--- src/hdl/mscp_pkg.sv ---
// Shared types and constants for the mux scan and coil pulse controller.
// No dependencies; every other file but the assertion macro header imports this package.
package mscp_pkg;

   localparam int NUM_CHANNELS = 15;
   localparam int ADDR_LINES   = 4;

   localparam int ADDR_W    = 4;
   localparam int CHAN_W    = 8;
   localparam int TICK_W    = 16;
   localparam int SETTLE_W  = 8;
   localparam int SIDX_W    = 4;
   localparam int MAP_W     = NUM_CHANNELS;
   localparam int MAP_OUT_W = 15;
   localparam int CSR_IDX_W = 3;
   localparam int CSR_DAT_W = 16;

   localparam logic [ADDR_W-1:0]   ADDR_MASK    = ADDR_W'((1 << ADDR_LINES) - 1);
   localparam logic [TICK_W-1:0]   PULSE_RESET  = TICK_W'(2000);
   localparam logic [SETTLE_W-1:0] SETTLE_RESET = SETTLE_W'(1);
   localparam logic [TICK_W-1:0]   IDLE_RESET   = TICK_W'(100);

   typedef enum logic [CSR_IDX_W-1:0] {
      CSR_ADDR_INVERT   = 3'd0,
      CSR_POWER_INVERT  = 3'd1,
      CSR_LATCH_INVERT  = 3'd2,
      CSR_STATUS_INVERT = 3'd3,
      CSR_PULSE_TICKS   = 3'd4,
      CSR_SETTLE_TICKS  = 3'd5,
      CSR_IDLE_TICKS    = 3'd6
   } csr_index_type;

   typedef enum logic [1:0] {
      PH_TOP   = 2'd0,
      PH_PULSE = 2'd1,
      PH_SCAN  = 2'd2,
      PH_IDLE  = 2'd3
   } phase_type;

   typedef struct packed {
      logic [ADDR_W-1:0]   addr_invert;
      logic                power_invert;
      logic                latch_invert;
      logic                status_invert;
      logic [TICK_W-1:0]   pulse_ticks;
      logic [SETTLE_W-1:0] settle_ticks;
      logic [TICK_W-1:0]   idle_ticks;
   } cfg_type;

   typedef struct packed {
      logic [ADDR_W-1:0]    addr_pins;
      logic                 power_pin;
      logic                 latch_pin;
      logic [MAP_OUT_W-1:0] channel_map;
      logic                 map_changed;
      logic                 pulsing;
   } rsp_type;

endpackage

--- src/hdl/mscp_if.sv ---
// Channel interfaces of the mux scan and coil pulse controller: tick input,
// result output and register writes. Depends on mscp_pkg.
interface mscp_req_if import mscp_pkg::*; ();
   logic              valid;
   logic              ready;
   logic              req_valid;
   logic [CHAN_W-1:0] req_channel;
   logic              status_pin;

   modport source (output valid, req_valid, req_channel, status_pin, input ready);
   modport sink   (input valid, req_valid, req_channel, status_pin, output ready);
endinterface

interface mscp_rsp_if import mscp_pkg::*; ();
   logic                 valid;
   logic                 ready;
   logic [ADDR_W-1:0]    addr_pins;
   logic                 power_pin;
   logic                 latch_pin;
   logic [MAP_OUT_W-1:0] channel_map;
   logic                 map_changed;
   logic                 pulsing;

   modport source (output valid, addr_pins, power_pin, latch_pin, channel_map,
                   map_changed, pulsing, input ready);
   modport sink   (input valid, addr_pins, power_pin, latch_pin, channel_map,
                   map_changed, pulsing, output ready);
endinterface

interface mscp_csr_if import mscp_pkg::*; ();
   logic                 valid;
   logic                 ready;
   logic [CSR_IDX_W-1:0] csr_index;
   logic [CSR_DAT_W-1:0] csr_wdata;

   modport source (output valid, csr_index, csr_wdata, input ready);
   modport sink   (input valid, csr_index, csr_wdata, output ready);
endinterface

--- src/hdl/mscp_csr.sv ---
// Configuration registers of the mux scan and coil pulse controller.
// Depends on mscp_pkg; takes one write beat per cycle.
module mscp_csr import mscp_pkg::*; (
   input  logic                 clock,
   input  logic                 reset,
   input  logic                 wr_valid,
   output logic                 wr_ready,
   input  logic [CSR_IDX_W-1:0] wr_index,
   input  logic [CSR_DAT_W-1:0] wr_data,
   output cfg_type              cfg
);

   cfg_type cfg_ff;
   cfg_type cfg_in;

   assign wr_ready = 1'b1;
   assign cfg      = cfg_ff;

   always_comb begin
      cfg_in = cfg_ff;
      if (wr_valid) begin
         case (csr_index_type'(wr_index))
            CSR_ADDR_INVERT:   cfg_in.addr_invert   = wr_data[ADDR_W-1:0];
            CSR_POWER_INVERT:  cfg_in.power_invert  = wr_data[0];
            CSR_LATCH_INVERT:  cfg_in.latch_invert  = wr_data[0];
            CSR_STATUS_INVERT: cfg_in.status_invert = wr_data[0];
            CSR_PULSE_TICKS:   cfg_in.pulse_ticks   = wr_data[TICK_W-1:0];
            CSR_SETTLE_TICKS:  cfg_in.settle_ticks  = wr_data[SETTLE_W-1:0];
            CSR_IDLE_TICKS:    cfg_in.idle_ticks    = wr_data[TICK_W-1:0];
            default: ;
         endcase
      end
   end

   always_ff @(posedge clock) begin
      if (reset) begin
         cfg_ff.addr_invert   <= '0;
         cfg_ff.power_invert  <= 1'b0;
         cfg_ff.latch_invert  <= 1'b0;
         cfg_ff.status_invert <= 1'b0;
         cfg_ff.pulse_ticks   <= PULSE_RESET;
         cfg_ff.settle_ticks  <= SETTLE_RESET;
         cfg_ff.idle_ticks    <= IDLE_RESET;
      end else begin
         cfg_ff <= cfg_in;
      end
   end

endmodule

--- src/hdl/mscp_core.sv ---
// Tick sequencer: pulse, scan and idle phases, pending request and status maps.
// Depends on mscp_pkg; produces one result per accepted tick.
module mscp_core import mscp_pkg::*; (
   input  logic              clock,
   input  logic              reset,
   input  logic              fire,
   input  logic              req_valid,
   input  logic [CHAN_W-1:0] req_channel,
   input  logic              status_pin,
   input  cfg_type           cfg,
   output rsp_type           result
);

   phase_type           phase_ff,   phase_in;
   logic [TICK_W-1:0]   tick_ff,    tick_in;
   logic [SIDX_W-1:0]   idx_ff,     idx_in;
   logic                pend_ff,    pend_in;
   logic [CHAN_W-1:0]   pchan_ff,   pchan_in;
   logic [MAP_W-1:0]    stat_ff,    stat_in;
   logic [MAP_W-1:0]    smap_ff,    smap_in;

   logic                changed;
   logic                do_top;
   logic                do_scan;
   logic                sample;
   logic [TICK_W-1:0]   tick_inc;
   logic [SIDX_W-1:0]   idx_inc;
   logic [MAP_W-1:0]    bit_sel;
   logic [MAP_W-1:0]    map_next;
   logic [SIDX_W-1:0]   addr_chan;
   logic                active;

   // next state
   always_comb begin
      phase_in = phase_ff;
      tick_in  = tick_ff;
      idx_in   = idx_ff;
      pend_in  = pend_ff;
      pchan_in = pchan_ff;
      stat_in  = stat_ff;
      smap_in  = smap_ff;
      changed  = 1'b0;
      do_top   = 1'b0;
      do_scan  = 1'b0;
      sample   = status_pin ^ cfg.status_invert;
      tick_inc = tick_ff + TICK_W'(1);
      idx_inc  = idx_ff + SIDX_W'(1);
      bit_sel  = MAP_W'(1) << idx_ff;
      map_next = (smap_ff & ~bit_sel) | (sample ? bit_sel : '0);

      if (fire) begin
         // store the request first so a top-of-loop tick sees it
         if (req_valid) begin
            pend_in  = 1'b1;
            pchan_in = req_channel;
         end

         case (phase_ff)
            PH_TOP: do_top = 1'b1;
            PH_PULSE: begin
               if (tick_ff >= cfg.pulse_ticks) begin
                  do_scan = 1'b1;
               end else begin
                  tick_in = tick_inc;
               end
            end
            PH_SCAN: begin
               if (tick_inc >= TICK_W'(cfg.settle_ticks)) begin
                  tick_in = '0;
                  smap_in = map_next;
                  if (idx_inc == '0 ||
                      {1'b0, idx_inc} >= (SIDX_W+1)'(NUM_CHANNELS)) begin
                     changed  = (map_next != stat_ff);
                     stat_in  = map_next;
                     idx_in   = '0;
                     phase_in = PH_IDLE;
                  end else begin
                     idx_in = idx_inc;
                  end
               end else begin
                  tick_in = tick_inc;
               end
            end
            PH_IDLE: begin
               if (tick_ff >= cfg.idle_ticks) begin
                  do_top = 1'b1;
               end else begin
                  tick_in = tick_inc;
               end
            end
            default: ;
         endcase

         if (do_top) begin
            pend_in = 1'b0;
            // an out-of-range channel is consumed and dropped
            if (pend_in == 1'b0 && pend_ff == 1'b0 && !req_valid) begin
               do_scan = 1'b1;
            end else if (pchan_in < CHAN_W'(NUM_CHANNELS)) begin
               phase_in = PH_PULSE;
               idx_in   = pchan_in[SIDX_W-1:0];
               tick_in  = TICK_W'(1);
            end else begin
               do_scan = 1'b1;
            end
         end

         if (do_scan) begin
            phase_in = PH_SCAN;
            idx_in   = '0;
            tick_in  = '0;
            smap_in  = stat_ff;
         end
      end
   end

   // result levels after this tick
   always_comb begin
      active    = (phase_in == PH_PULSE);
      addr_chan = (phase_in == PH_PULSE || phase_in == PH_SCAN) ? idx_in : '0;
      result.addr_pins   = (ADDR_W'(addr_chan) ^ cfg.addr_invert) & ADDR_MASK;
      result.power_pin   = active ^ cfg.power_invert;
      result.latch_pin   = active ^ cfg.latch_invert;
      result.channel_map = MAP_OUT_W'(stat_in);
      result.map_changed = changed;
      result.pulsing     = active;
   end

   always_ff @(posedge clock) begin
      if (reset) begin
         phase_ff <= PH_TOP;
         tick_ff  <= '0;
         idx_ff   <= '0;
         pend_ff  <= 1'b0;
         pchan_ff <= '0;
         stat_ff  <= '0;
         smap_ff  <= '0;
      end else begin
         phase_ff <= phase_in;
         tick_ff  <= tick_in;
         idx_ff   <= idx_in;
         pend_ff  <= pend_in;
         pchan_ff <= pchan_in;
         stat_ff  <= stat_in;
         smap_ff  <= smap_in;
      end
   end

endmodule

--- src/hdl/mscp_skid.sv ---
// Two-entry result queue that decouples the sequencer from the result channel.
// Depends on mscp_pkg for the result type.
module mscp_skid import mscp_pkg::*; (
   input  logic    clock,
   input  logic    reset,
   input  logic    push_valid,
   output logic    push_ready,
   input  rsp_type push_data,
   output logic    pop_valid,
   input  logic    pop_ready,
   output rsp_type pop_data
);

   rsp_type    ent_ff [2];
   logic       wr_ptr_ff, wr_ptr_in;
   logic       rd_ptr_ff, rd_ptr_in;
   logic [1:0] count_ff,  count_in;
   logic       push;
   logic       pop;

   assign push_ready = (count_ff != 2'd2);
   assign pop_valid  = (count_ff != 2'd0);
   assign pop_data   = ent_ff[rd_ptr_ff];
   assign push       = push_valid && push_ready;
   assign pop        = pop_valid && pop_ready;

   always_comb begin
      wr_ptr_in = push ? ~wr_ptr_ff : wr_ptr_ff;
      rd_ptr_in = pop  ? ~rd_ptr_ff : rd_ptr_ff;
      count_in  = count_ff + 2'(push) - 2'(pop);
   end

   always_ff @(posedge clock) begin
      if (reset) begin
         wr_ptr_ff <= 1'b0;
         rd_ptr_ff <= 1'b0;
         count_ff  <= 2'd0;
      end else begin
         wr_ptr_ff <= wr_ptr_in;
         rd_ptr_ff <= rd_ptr_in;
         count_ff  <= count_in;
      end
   end

   always_ff @(posedge clock) begin
      if (push) begin
         ent_ff[wr_ptr_ff] <= push_data;
      end
   end

endmodule

--- src/hdl/mux_scan_and_coil_pulse_controller.sv ---
// Top level of the mux scan and coil pulse controller.
// Depends on mscp_pkg, the channel interfaces, mscp_csr, mscp_core and mscp_skid.
//
// Each input beat is one millisecond tick and yields exactly one result beat.
// A tick is taken in every cycle while the two-entry result queue has room,
// so the sustained rate is one tick per clock; the result for a tick waits
// in the queue behind earlier results. The sequencer does all of one tick's
// counter compare, map update and pin encoding between its state registers
// and the queue, and the queue alone sets back-pressure. Register writes are
// always ready and take effect from the next tick.
module mux_scan_and_coil_pulse_controller import mscp_pkg::*; (
   input  logic        clock,
   input  logic        reset,
   mscp_req_if.sink    req_bus,
   mscp_rsp_if.source  rsp_bus,
   mscp_csr_if.sink    csr_bus
);

   cfg_type cfg;
   rsp_type core_result;
   rsp_type out_data;
   logic    fire;
   logic    q_ready;

   assign req_bus.ready = q_ready;
   assign fire          = req_bus.valid && q_ready;

   mscp_csr u_csr (
      .clock    (clock),
      .reset    (reset),
      .wr_valid (csr_bus.valid),
      .wr_ready (csr_bus.ready),
      .wr_index (csr_bus.csr_index),
      .wr_data  (csr_bus.csr_wdata),
      .cfg      (cfg)
   );

   mscp_core u_core (
      .clock       (clock),
      .reset       (reset),
      .fire        (fire),
      .req_valid   (req_bus.req_valid),
      .req_channel (req_bus.req_channel),
      .status_pin  (req_bus.status_pin),
      .cfg         (cfg),
      .result      (core_result)
   );

   mscp_skid u_skid (
      .clock      (clock),
      .reset      (reset),
      .push_valid (fire),
      .push_ready (q_ready),
      .push_data  (core_result),
      .pop_valid  (rsp_bus.valid),
      .pop_ready  (rsp_bus.ready),
      .pop_data   (out_data)
   );

   assign rsp_bus.addr_pins   = out_data.addr_pins;
   assign rsp_bus.power_pin   = out_data.power_pin;
   assign rsp_bus.latch_pin   = out_data.latch_pin;
   assign rsp_bus.channel_map = out_data.channel_map;
   assign rsp_bus.map_changed = out_data.map_changed;
   assign rsp_bus.pulsing     = out_data.pulsing;

endmodule

--- src/flat_wrapper.sv ---
// flat-port wrapper written by rule: the top's interface ports become plain ports
module mux_scan_and_coil_pulse_controller_flat import mscp_pkg::*;
  (clock, reset, req_bus_valid, req_bus_req_valid, req_bus_req_channel, req_bus_status_pin, req_bus_ready, rsp_bus_valid, rsp_bus_addr_pins, rsp_bus_power_pin, rsp_bus_latch_pin, rsp_bus_channel_map, rsp_bus_map_changed, rsp_bus_pulsing, rsp_bus_ready, csr_bus_valid, csr_bus_csr_index, csr_bus_csr_wdata, csr_bus_ready);
  mscp_req_if req_bus_i ();
  mscp_rsp_if rsp_bus_i ();
  mscp_csr_if csr_bus_i ();
  input  logic clock;
  input  logic reset;
  input wire logic [$bits(req_bus_i.valid)-1:0] req_bus_valid;
  input wire logic [$bits(req_bus_i.req_valid)-1:0] req_bus_req_valid;
  input wire logic [$bits(req_bus_i.req_channel)-1:0] req_bus_req_channel;
  input wire logic [$bits(req_bus_i.status_pin)-1:0] req_bus_status_pin;
  output wire logic [$bits(req_bus_i.ready)-1:0] req_bus_ready;
  output wire logic [$bits(rsp_bus_i.valid)-1:0] rsp_bus_valid;
  output wire logic [$bits(rsp_bus_i.addr_pins)-1:0] rsp_bus_addr_pins;
  output wire logic [$bits(rsp_bus_i.power_pin)-1:0] rsp_bus_power_pin;
  output wire logic [$bits(rsp_bus_i.latch_pin)-1:0] rsp_bus_latch_pin;
  output wire logic [$bits(rsp_bus_i.channel_map)-1:0] rsp_bus_channel_map;
  output wire logic [$bits(rsp_bus_i.map_changed)-1:0] rsp_bus_map_changed;
  output wire logic [$bits(rsp_bus_i.pulsing)-1:0] rsp_bus_pulsing;
  input wire logic [$bits(rsp_bus_i.ready)-1:0] rsp_bus_ready;
  input wire logic [$bits(csr_bus_i.valid)-1:0] csr_bus_valid;
  input wire logic [$bits(csr_bus_i.csr_index)-1:0] csr_bus_csr_index;
  input wire logic [$bits(csr_bus_i.csr_wdata)-1:0] csr_bus_csr_wdata;
  output wire logic [$bits(csr_bus_i.ready)-1:0] csr_bus_ready;
  assign req_bus_i.valid = req_bus_valid;
  assign req_bus_i.req_valid = req_bus_req_valid;
  assign req_bus_i.req_channel = req_bus_req_channel;
  assign req_bus_i.status_pin = req_bus_status_pin;
  assign req_bus_ready = req_bus_i.ready;
  assign rsp_bus_valid = rsp_bus_i.valid;
  assign rsp_bus_addr_pins = rsp_bus_i.addr_pins;
  assign rsp_bus_power_pin = rsp_bus_i.power_pin;
  assign rsp_bus_latch_pin = rsp_bus_i.latch_pin;
  assign rsp_bus_channel_map = rsp_bus_i.channel_map;
  assign rsp_bus_map_changed = rsp_bus_i.map_changed;
  assign rsp_bus_pulsing = rsp_bus_i.pulsing;
  assign rsp_bus_i.ready = rsp_bus_ready;
  assign csr_bus_i.valid = csr_bus_valid;
  assign csr_bus_i.csr_index = csr_bus_csr_index;
  assign csr_bus_i.csr_wdata = csr_bus_csr_wdata;
  assign csr_bus_ready = csr_bus_i.ready;
  mux_scan_and_coil_pulse_controller u_core (.clock(clock), .reset(reset), .req_bus(req_bus_i), .rsp_bus(rsp_bus_i), .csr_bus(csr_bus_i));
endmodule
--- config.mk ---
export PLATFORM = sky130hd
export DESIGN_NAME = mux_scan_and_coil_pulse_controller_flat
export DESIGN_NICKNAME = d
export VERILOG_FILES = /design/src/hdl/mscp_pkg.sv /design/src/hdl/mscp_if.sv /design/src/hdl/mscp_csr.sv /design/src/hdl/mscp_core.sv /design/src/hdl/mscp_skid.sv /design/src/hdl/mux_scan_and_coil_pulse_controller.sv /design/src/flat_wrapper.sv
export SDC_FILE = /design/constraint.sdc
export NUM_CORES = 1
export LEC_CHECK = 0
export BUFFER_PORTS_ARGS = -buffer_cell sky130_fd_sc_hd__buf_2
export CORE_ASPECT_RATIO = 0.5
export CORE_MARGIN = 8
export CORE_UTILIZATION = 50
export CTS_CLUSTER_SIZE = 14
export DETAILED_ROUTE_END_ITERATION = 10
export GPL_TIMING_DRIVEN = 0
export PLACE_DENSITY = 0.78
export SLEW_MARGIN = 20
export SYNTH_ARGS = -nofsm -noshare
export SYNTH_HDL_FRONTEND = slang
export SYNTH_HIERARCHICAL = 1
export SYNTH_SLANG_ARGS = --single-unit
--- constraint.sdc ---
create_clock -name clock -period 3.9 [get_ports clock]
set_clock_uncertainty 0.1 [all_clocks]
set_input_delay 0.585 -clock clock [delete_from_list [all_inputs] [get_ports clock]]
set_output_delay 0.585 -clock clock [all_outputs]
set_load 0.01 [all_outputs]
==> Yosys cells after proc, flatten, opt, wreduce, memory -nomap -nowiden <==
Memory sizes are Yosys's and may differ from the RTL's. A register that Yosys moved wholly into a read port is not among the register bits.
Index checks and enable logic that the tools add are counted.
Widths: inputs -> output; s select.
{ "word_totals": {"register_bits": 112, "ramBits": 46, "input_bits": 34, "word_cells": 128, "n_memories": 1} }
{ "op_classes": {"addsub": 4, "n_lt_le_gt_ge": 5, "n_eq_ne": 13, "shifts": 1, "mux": 54, "n_bitwise": 10, "n_reduce_logical": 23} }
{ "mem_list": {"columns": ["memory", "depth", "width", "rd", "rd_clocked_by_memory_dff", "write_ports", "line", "rtl"], "rows": [
  ["u_core.u_skid.ent_ff", 2, 23, 1, 1, 1, "mscp_skid.sv:14", "rsp_type ent_ff [2];"]
]} }
{ "ops": {"columns": ["operator", "n"], "rows": [
  ["$mux 15", 8],
  ["$mux 16", 7],
  ["$pmux 16 s3", 1],
  ["$mux 4", 9],
  ["$ge 16x16->1", 2],
  ["$mux 1", 18],
  ["$add 16x1->16 const B", 1],
  ["$ge 16x8->1", 1],
  ["$mux 2", 8],
  ["$mux 8", 2],
  ["$reduce_and 2->1", 8],
  ["$and 15x15->15", 1],
  ["$ne 15x15->1", 1],
  ["$not 15->15", 1],
  ["$or 15x15->15", 1],
  ["$shl 1x4->15 const A", 1],
  ["$eq 3x3->1 const B", 3],
  ["$lt 8x4->1 const B", 1],
  ["$reduce_bool 2->1", 4],
  ["$eq 2x2->1 const B", 3],
  ["$eq 3x2->1 const B", 2],
  ["$add 4x1->4 const B", 1],
  ["$eq 2x1->1 const B", 2],
  ["$ge 4x4->1 const B", 1],
  ["other kinds (15)", 23]
]} }

==> Depth between registers and ports, before layout <==
{ "logic_depth": {"word_depth": 15, "depth_mapped": 19} }

==> Modules after synthesis <==
Netlist, hierarchy kept.
{ "by_module_without_submodules": {"columns": ["module", "instances", "cells_per_inst", "area_each_um2", "seq_area_each_um2"], "rows": [
  ["mscp_core", 1, 656, 5237.5, 1221.2],
  ["mscp_csr", 1, 195, 2013.2, 940.9],
  ["mscp_skid", 1, 100, 1910.6, 1481.4],
  ["mux_scan_and_coil_pulse_controller", 1, 1, 6.3, 0.0]
]} }

==> Worst setup path after synthesis <==
No wires, ideal clock.
{ "synth_timing": {"path_type": "reg2reg", "from": "reg u_core.u_core.tick_ff[2]", "to": "mem u_core/u_skid/ent_ff[0][21] in the netlist's numbering, data pin", "setup_time_ns": 0.264, "t_arrival_ns": 3.653, "required_time_ns": 3.536, "setup_slack_ns": -0.117, "path_stages_with_launch": 20, "n_path_buf": 3, "synth_period_minus_slack_ns": 4.017, "path_cell_list": "dfxtp_1 buf_4 nand4_4 inv_1 nand2_1 xnor2_1 ha_1 a211oi_1 o21ai_0 a41oi_1 a31oi_4 and3_1 buf_6 buf_12 a211oi_1 nor2_1 ha_1 nor2_1 a41oi_1 xnor2_1"} }
{ "synth_rtl": {"columns": ["element", "line", "rtl"], "rows": [
  ["start: declaration", "mscp_core.sv:15", "logic [TICK_W-1:0] tick_ff, tick_in;"],
  ["start signal: assignment", "mscp_core.sv:140", "tick_ff <= tick_in;"],
  ["end: declaration", "mscp_skid.sv:14", null]
]} }

==> metrics.cfg <==
[status]
status=finished, final reports clean

[finish]
nNetsFinal=1127
drive_gt1_share_pct=18.8
final_area_um2=10700
area_delta_synth_final_pct=16.4
diodes=0

[yosys]
synth_compound_area_share_pct=13.6
avgSynthCellArea_um2=9.63
synthArstFlopShare_pct=0
yosysWarnings=6
synth_top_family_by_area=simple AND/OR/NAND/NOR gates
ys_seq_area_share_pct=39.7
synth-seq-cells=159
synth-xor-area-share_pct=3.44
yosys.area_share.simple_pct=18.0
synth_cell_types=77
yosys.area_share.adder_pct=7.37
dominantRegCellSynth=dfxtp_1
synthesis.nets=1040
synth_edf_count=46
syn_area_um2=9170
synth_cells=952
synthMuxAreaShare_pct=12.3

[sta]
max_slew.worst_pin.slew_ps=921
tns_ps=0
setup_viol=0
post-route-period-util_pct=97.9
min_period_ps=3820
maxSlewViolCount=0
fmax_mhz=262
maxSlewHeadroom_pct=38.5
hold_viol_final=0
hold_slack_ps=334

[floorplan]
fp.dieH_um=112
io_pins=60
start_util_pct=50.4
rows=35
fp.dieW_um=207
die-area_um2=23200
core-area_um2=18200

[drt]
ant_nets=0
vias=7433
wl_met1_mm=10.0
routed-wl-met3_mm=1.34
routed_wl_mm=22.9
viasPerCell=5.75
drtIter0Drc=632
wl_met2_mm=11.1
dr.pass1.iters=5
wire_per_inst_um=17.7
topRoutingLayerUsed=met4
drc=0

[power]
p_sw_mw=1.45
p_clk_share_pct=35.4
comb_power_share_pct=23.5
internal-power_mw=3.30
pwr_density_cell_nw_per_um2=445
peakVddDrop_mv=0.318
seqPwrFrac_pct=41.1
switching_share_pct=30.6
power_mw=4.75
power_leakage_nw=4.27

[clocking]
cts_tree=built
cts_max_path_buffers=2
clock-sinks=159
htree_levels=4
clkTransAtPathRegs_ps=60
clk_latency_ps=430
cts-root-buf=clkbuf_16
cts_buffers=17

[worst_setup_path]
r2r_start=u_core/u_core/tick_ff[0]
slowest_delay_ps=400
startpoint=u_core/u_core/tick_ff[0]
critPathLaunchType=flip-flop
crit_fanout=8
critPathKind=reg2reg
path_cells=buf_4 > inv_1 > ha_1 > nor2b_1 > o21ai_1 > a21oi_2 > o21ai_2 > o21ba_2 > and2_1 > buf_2 > o211ai_1 > o21ai_0 > ha_4 > nor2_4 > a41oi_2 > xnor2_2
cp_num_buf_inv=3
worst_ep_required_time_ps=3960
crit_arrival_ps=3880
endpoint_kind=flip-flop
cp_top_family=compound AO/OA/AOI/OAI gates
critPathSlowestCell=dfxtp_4

[grt]
grt_max_degree=24
overflow=0
antenna_found_initial=0
grt_usage_pct=19.1
grt_pass1_wl_mm=36.8
grt_pass1_vias=7534

[place]
placed_area_um2=9750
gp_congestion=0.917
hpwl_mm=16.2
io_buffer_count=53

[job]
drv_cap=0

[worst_hold_path]
min-delay-start=csr_bus_csr_wdata[10]
hp-class=in2reg

-- stage by stage --
| step | util [%] | instances | worst slack (ps) |
|---|---|---|---|
| floorplan | - | 952 | 40.4 |
| global placement | 53.6 | 1245 | -677 |
| detailed placement | 53.6 | 1245 | -763 |
| CTS | 57.8 | 1284 | 5.94 |
| global route | 58.7 | 1292 | -52.0 |
| finish | 58.7 | 1292 | 81.7 |
-- what timing repair did --
action,4_1_cts,5_1_grt
hold buffers,0,0
gates resized for setup,26,27
pin swaps,7,13
setup endpoints to repair,14,9
setup buffers,7,9
-- routing by layer --
layer | vias up | GRT usage (%)
met2 | 257 | 33.0
li1 | 3570 | -
met3 | 54 | 3.84
met4 | 0 | 8.01
met1 | 3552 | 23.2
met5 | - | 0
-- cells in the mapped netlist (6+ instances only) --
cell	instances	area share [%]
nor4_1	6	0.41
a41oi_1	7	0.67
clkbuf_1	29	1.2
xor2_1	10	0.96
mux2_1	20	2.5
a21o_1	7	0.57
inv_1	55	2.3
xnor2_1	26	2.5
a21oi_1	45	2.5
buf_2	17	0.93
nand3_1	20	1.1
nor2b_1	8	0.55
edfxtp_1	46	15
a31oi_1	12	0.82
mux2_4	8	1.3
nand2_1	42	1.7
nand4_1	8	0.55
o21ai_0	28	1.5
dfxtp_1	113	25
o211ai_1	7	0.57
and2_1	19	1.3
mux2_2	10	1.2
mux2i_1	67	7.3
nor2_1	79	3.2
nand2b_1	68	4.6
ha_1	54	7.4
a211oi_1	29	2.4
nor3_1	16	0.87
-- area by class of cell --
class / count / area [um2]
repair buffers: 69 / 385
clock buffers: 19 / 443
multi-input cells: 680 / 5220
plain buffers: 56 / 307
inverters: 56 / 210
fillers: 1485 / 7500
clock inverters: 13 / 151
well taps: 240 / 300
flip-flops and latches: 159 / 3660
-- sequential cells by signal, indices dropped and copies added, names as in the netlist, 2 cells and up, named ones only --
register and flops:
u_core/u_csr/cfg 47, u_core/u_core/idx_ff 4, u_core/u_skid/ent_ff 46, u_core/u_core/pchan_ff 8, u_core/u_skid/count_ff 2, u_core/u_core/smap_ff 15, u_core/u_core/tick_ff 16, u_core/u_core/phase_ff 2
u_core/u_core/stat_ff 15
-- logic make-up (layout without fill, tap and decap cells) --
logic type	Yosys count	count (layout)
AOI/OAI and AO/OA	183	183
xor gates and xnor gates	36	36
adders and majority gates	54	54
buffers and inverters	113	213
DFF	159	159
muxes	105	105
other	1	1
and+or+nand+nor	301	301
-- cell usage in the layout (no fill, tap or decap), drive strengths merged, types with 4 or more instances in the layout --
| cell type | netlist | final |
|---|---|---|
| o21a | 5 | 5 |
| a41oi | 7 | 7 |
| o31a | 5 | 5 |
| a211oi | 29 | 29 |
| or3 | 4 | 4 |
| a21o | 7 | 7 |
| mux2i | 67 | 67 |
| nor2b | 8 | 8 |
| ha | 54 | 54 |
| o21ai | 32 | 32 |
| nand2b | 68 | 68 |
| buf | 26 | 93 |
| clkbuf | 31 | 51 |
| xor2 | 10 | 10 |
| mux2 | 38 | 38 |
| a21oi | 45 | 45 |
| nor3 | 18 | 18 |
| o211ai | 7 | 7 |
| nand3 | 22 | 22 |
| and3 | 5 | 5 |
| clkinv | 1 | 5 |
| and2 | 20 | 20 |
| a22oi | 4 | 4 |
| dfxtp | 113 | 113 |
| a31oi | 13 | 13 |
| inv | 55 | 60 |
| nor4 | 8 | 8 |
| edfxtp | 46 | 46 |
| nor4bb | 4 | 4 |
| xnor2 | 26 | 26 |
| nand4b | 4 | 4 |
| nand4 | 9 | 9 |
| nand2 | 42 | 42 |
| nor2 | 79 | 79 |
-- worst paths after layout --
| path | cells after the start | slack (ps) | endpoint |
|---|---|---|---|
| worst max-delay path | 16 | 80 | u_core/u_skid/ent_ff[0][21] |
| worst min-delay path | 3 | 330 | u_core/u_csr/cfg[10] |
| worst max register to register | 16 | 80 | u_core/u_skid/ent_ff[0][21] |
| worst min register to register | 2 | 360 | u_core/u_core/pchan_ff[5] |
-- power groups by stage --
stage | sequential (mW) | combinational, mW | clock [mW]
2_1_floorplan | 1.97 | 0.741 | 0
3_3_place_gp | 1.98 | 1.02 | 0
3_5_place_dp | 1.99 | 1.04 | 0
4_1_cts | 1.96 | 1.10 | 1.71
5_1_grt | 1.97 | 1.21 | 1.79
6_report | 1.95 | 1.12 | 1.68
-- tightest hold or removal path, cell delays in order --
cell and delay (ps):
buf_2 110, nand2b_1 60, mux2i_1 60
Power figures use the tool's default switching activity.
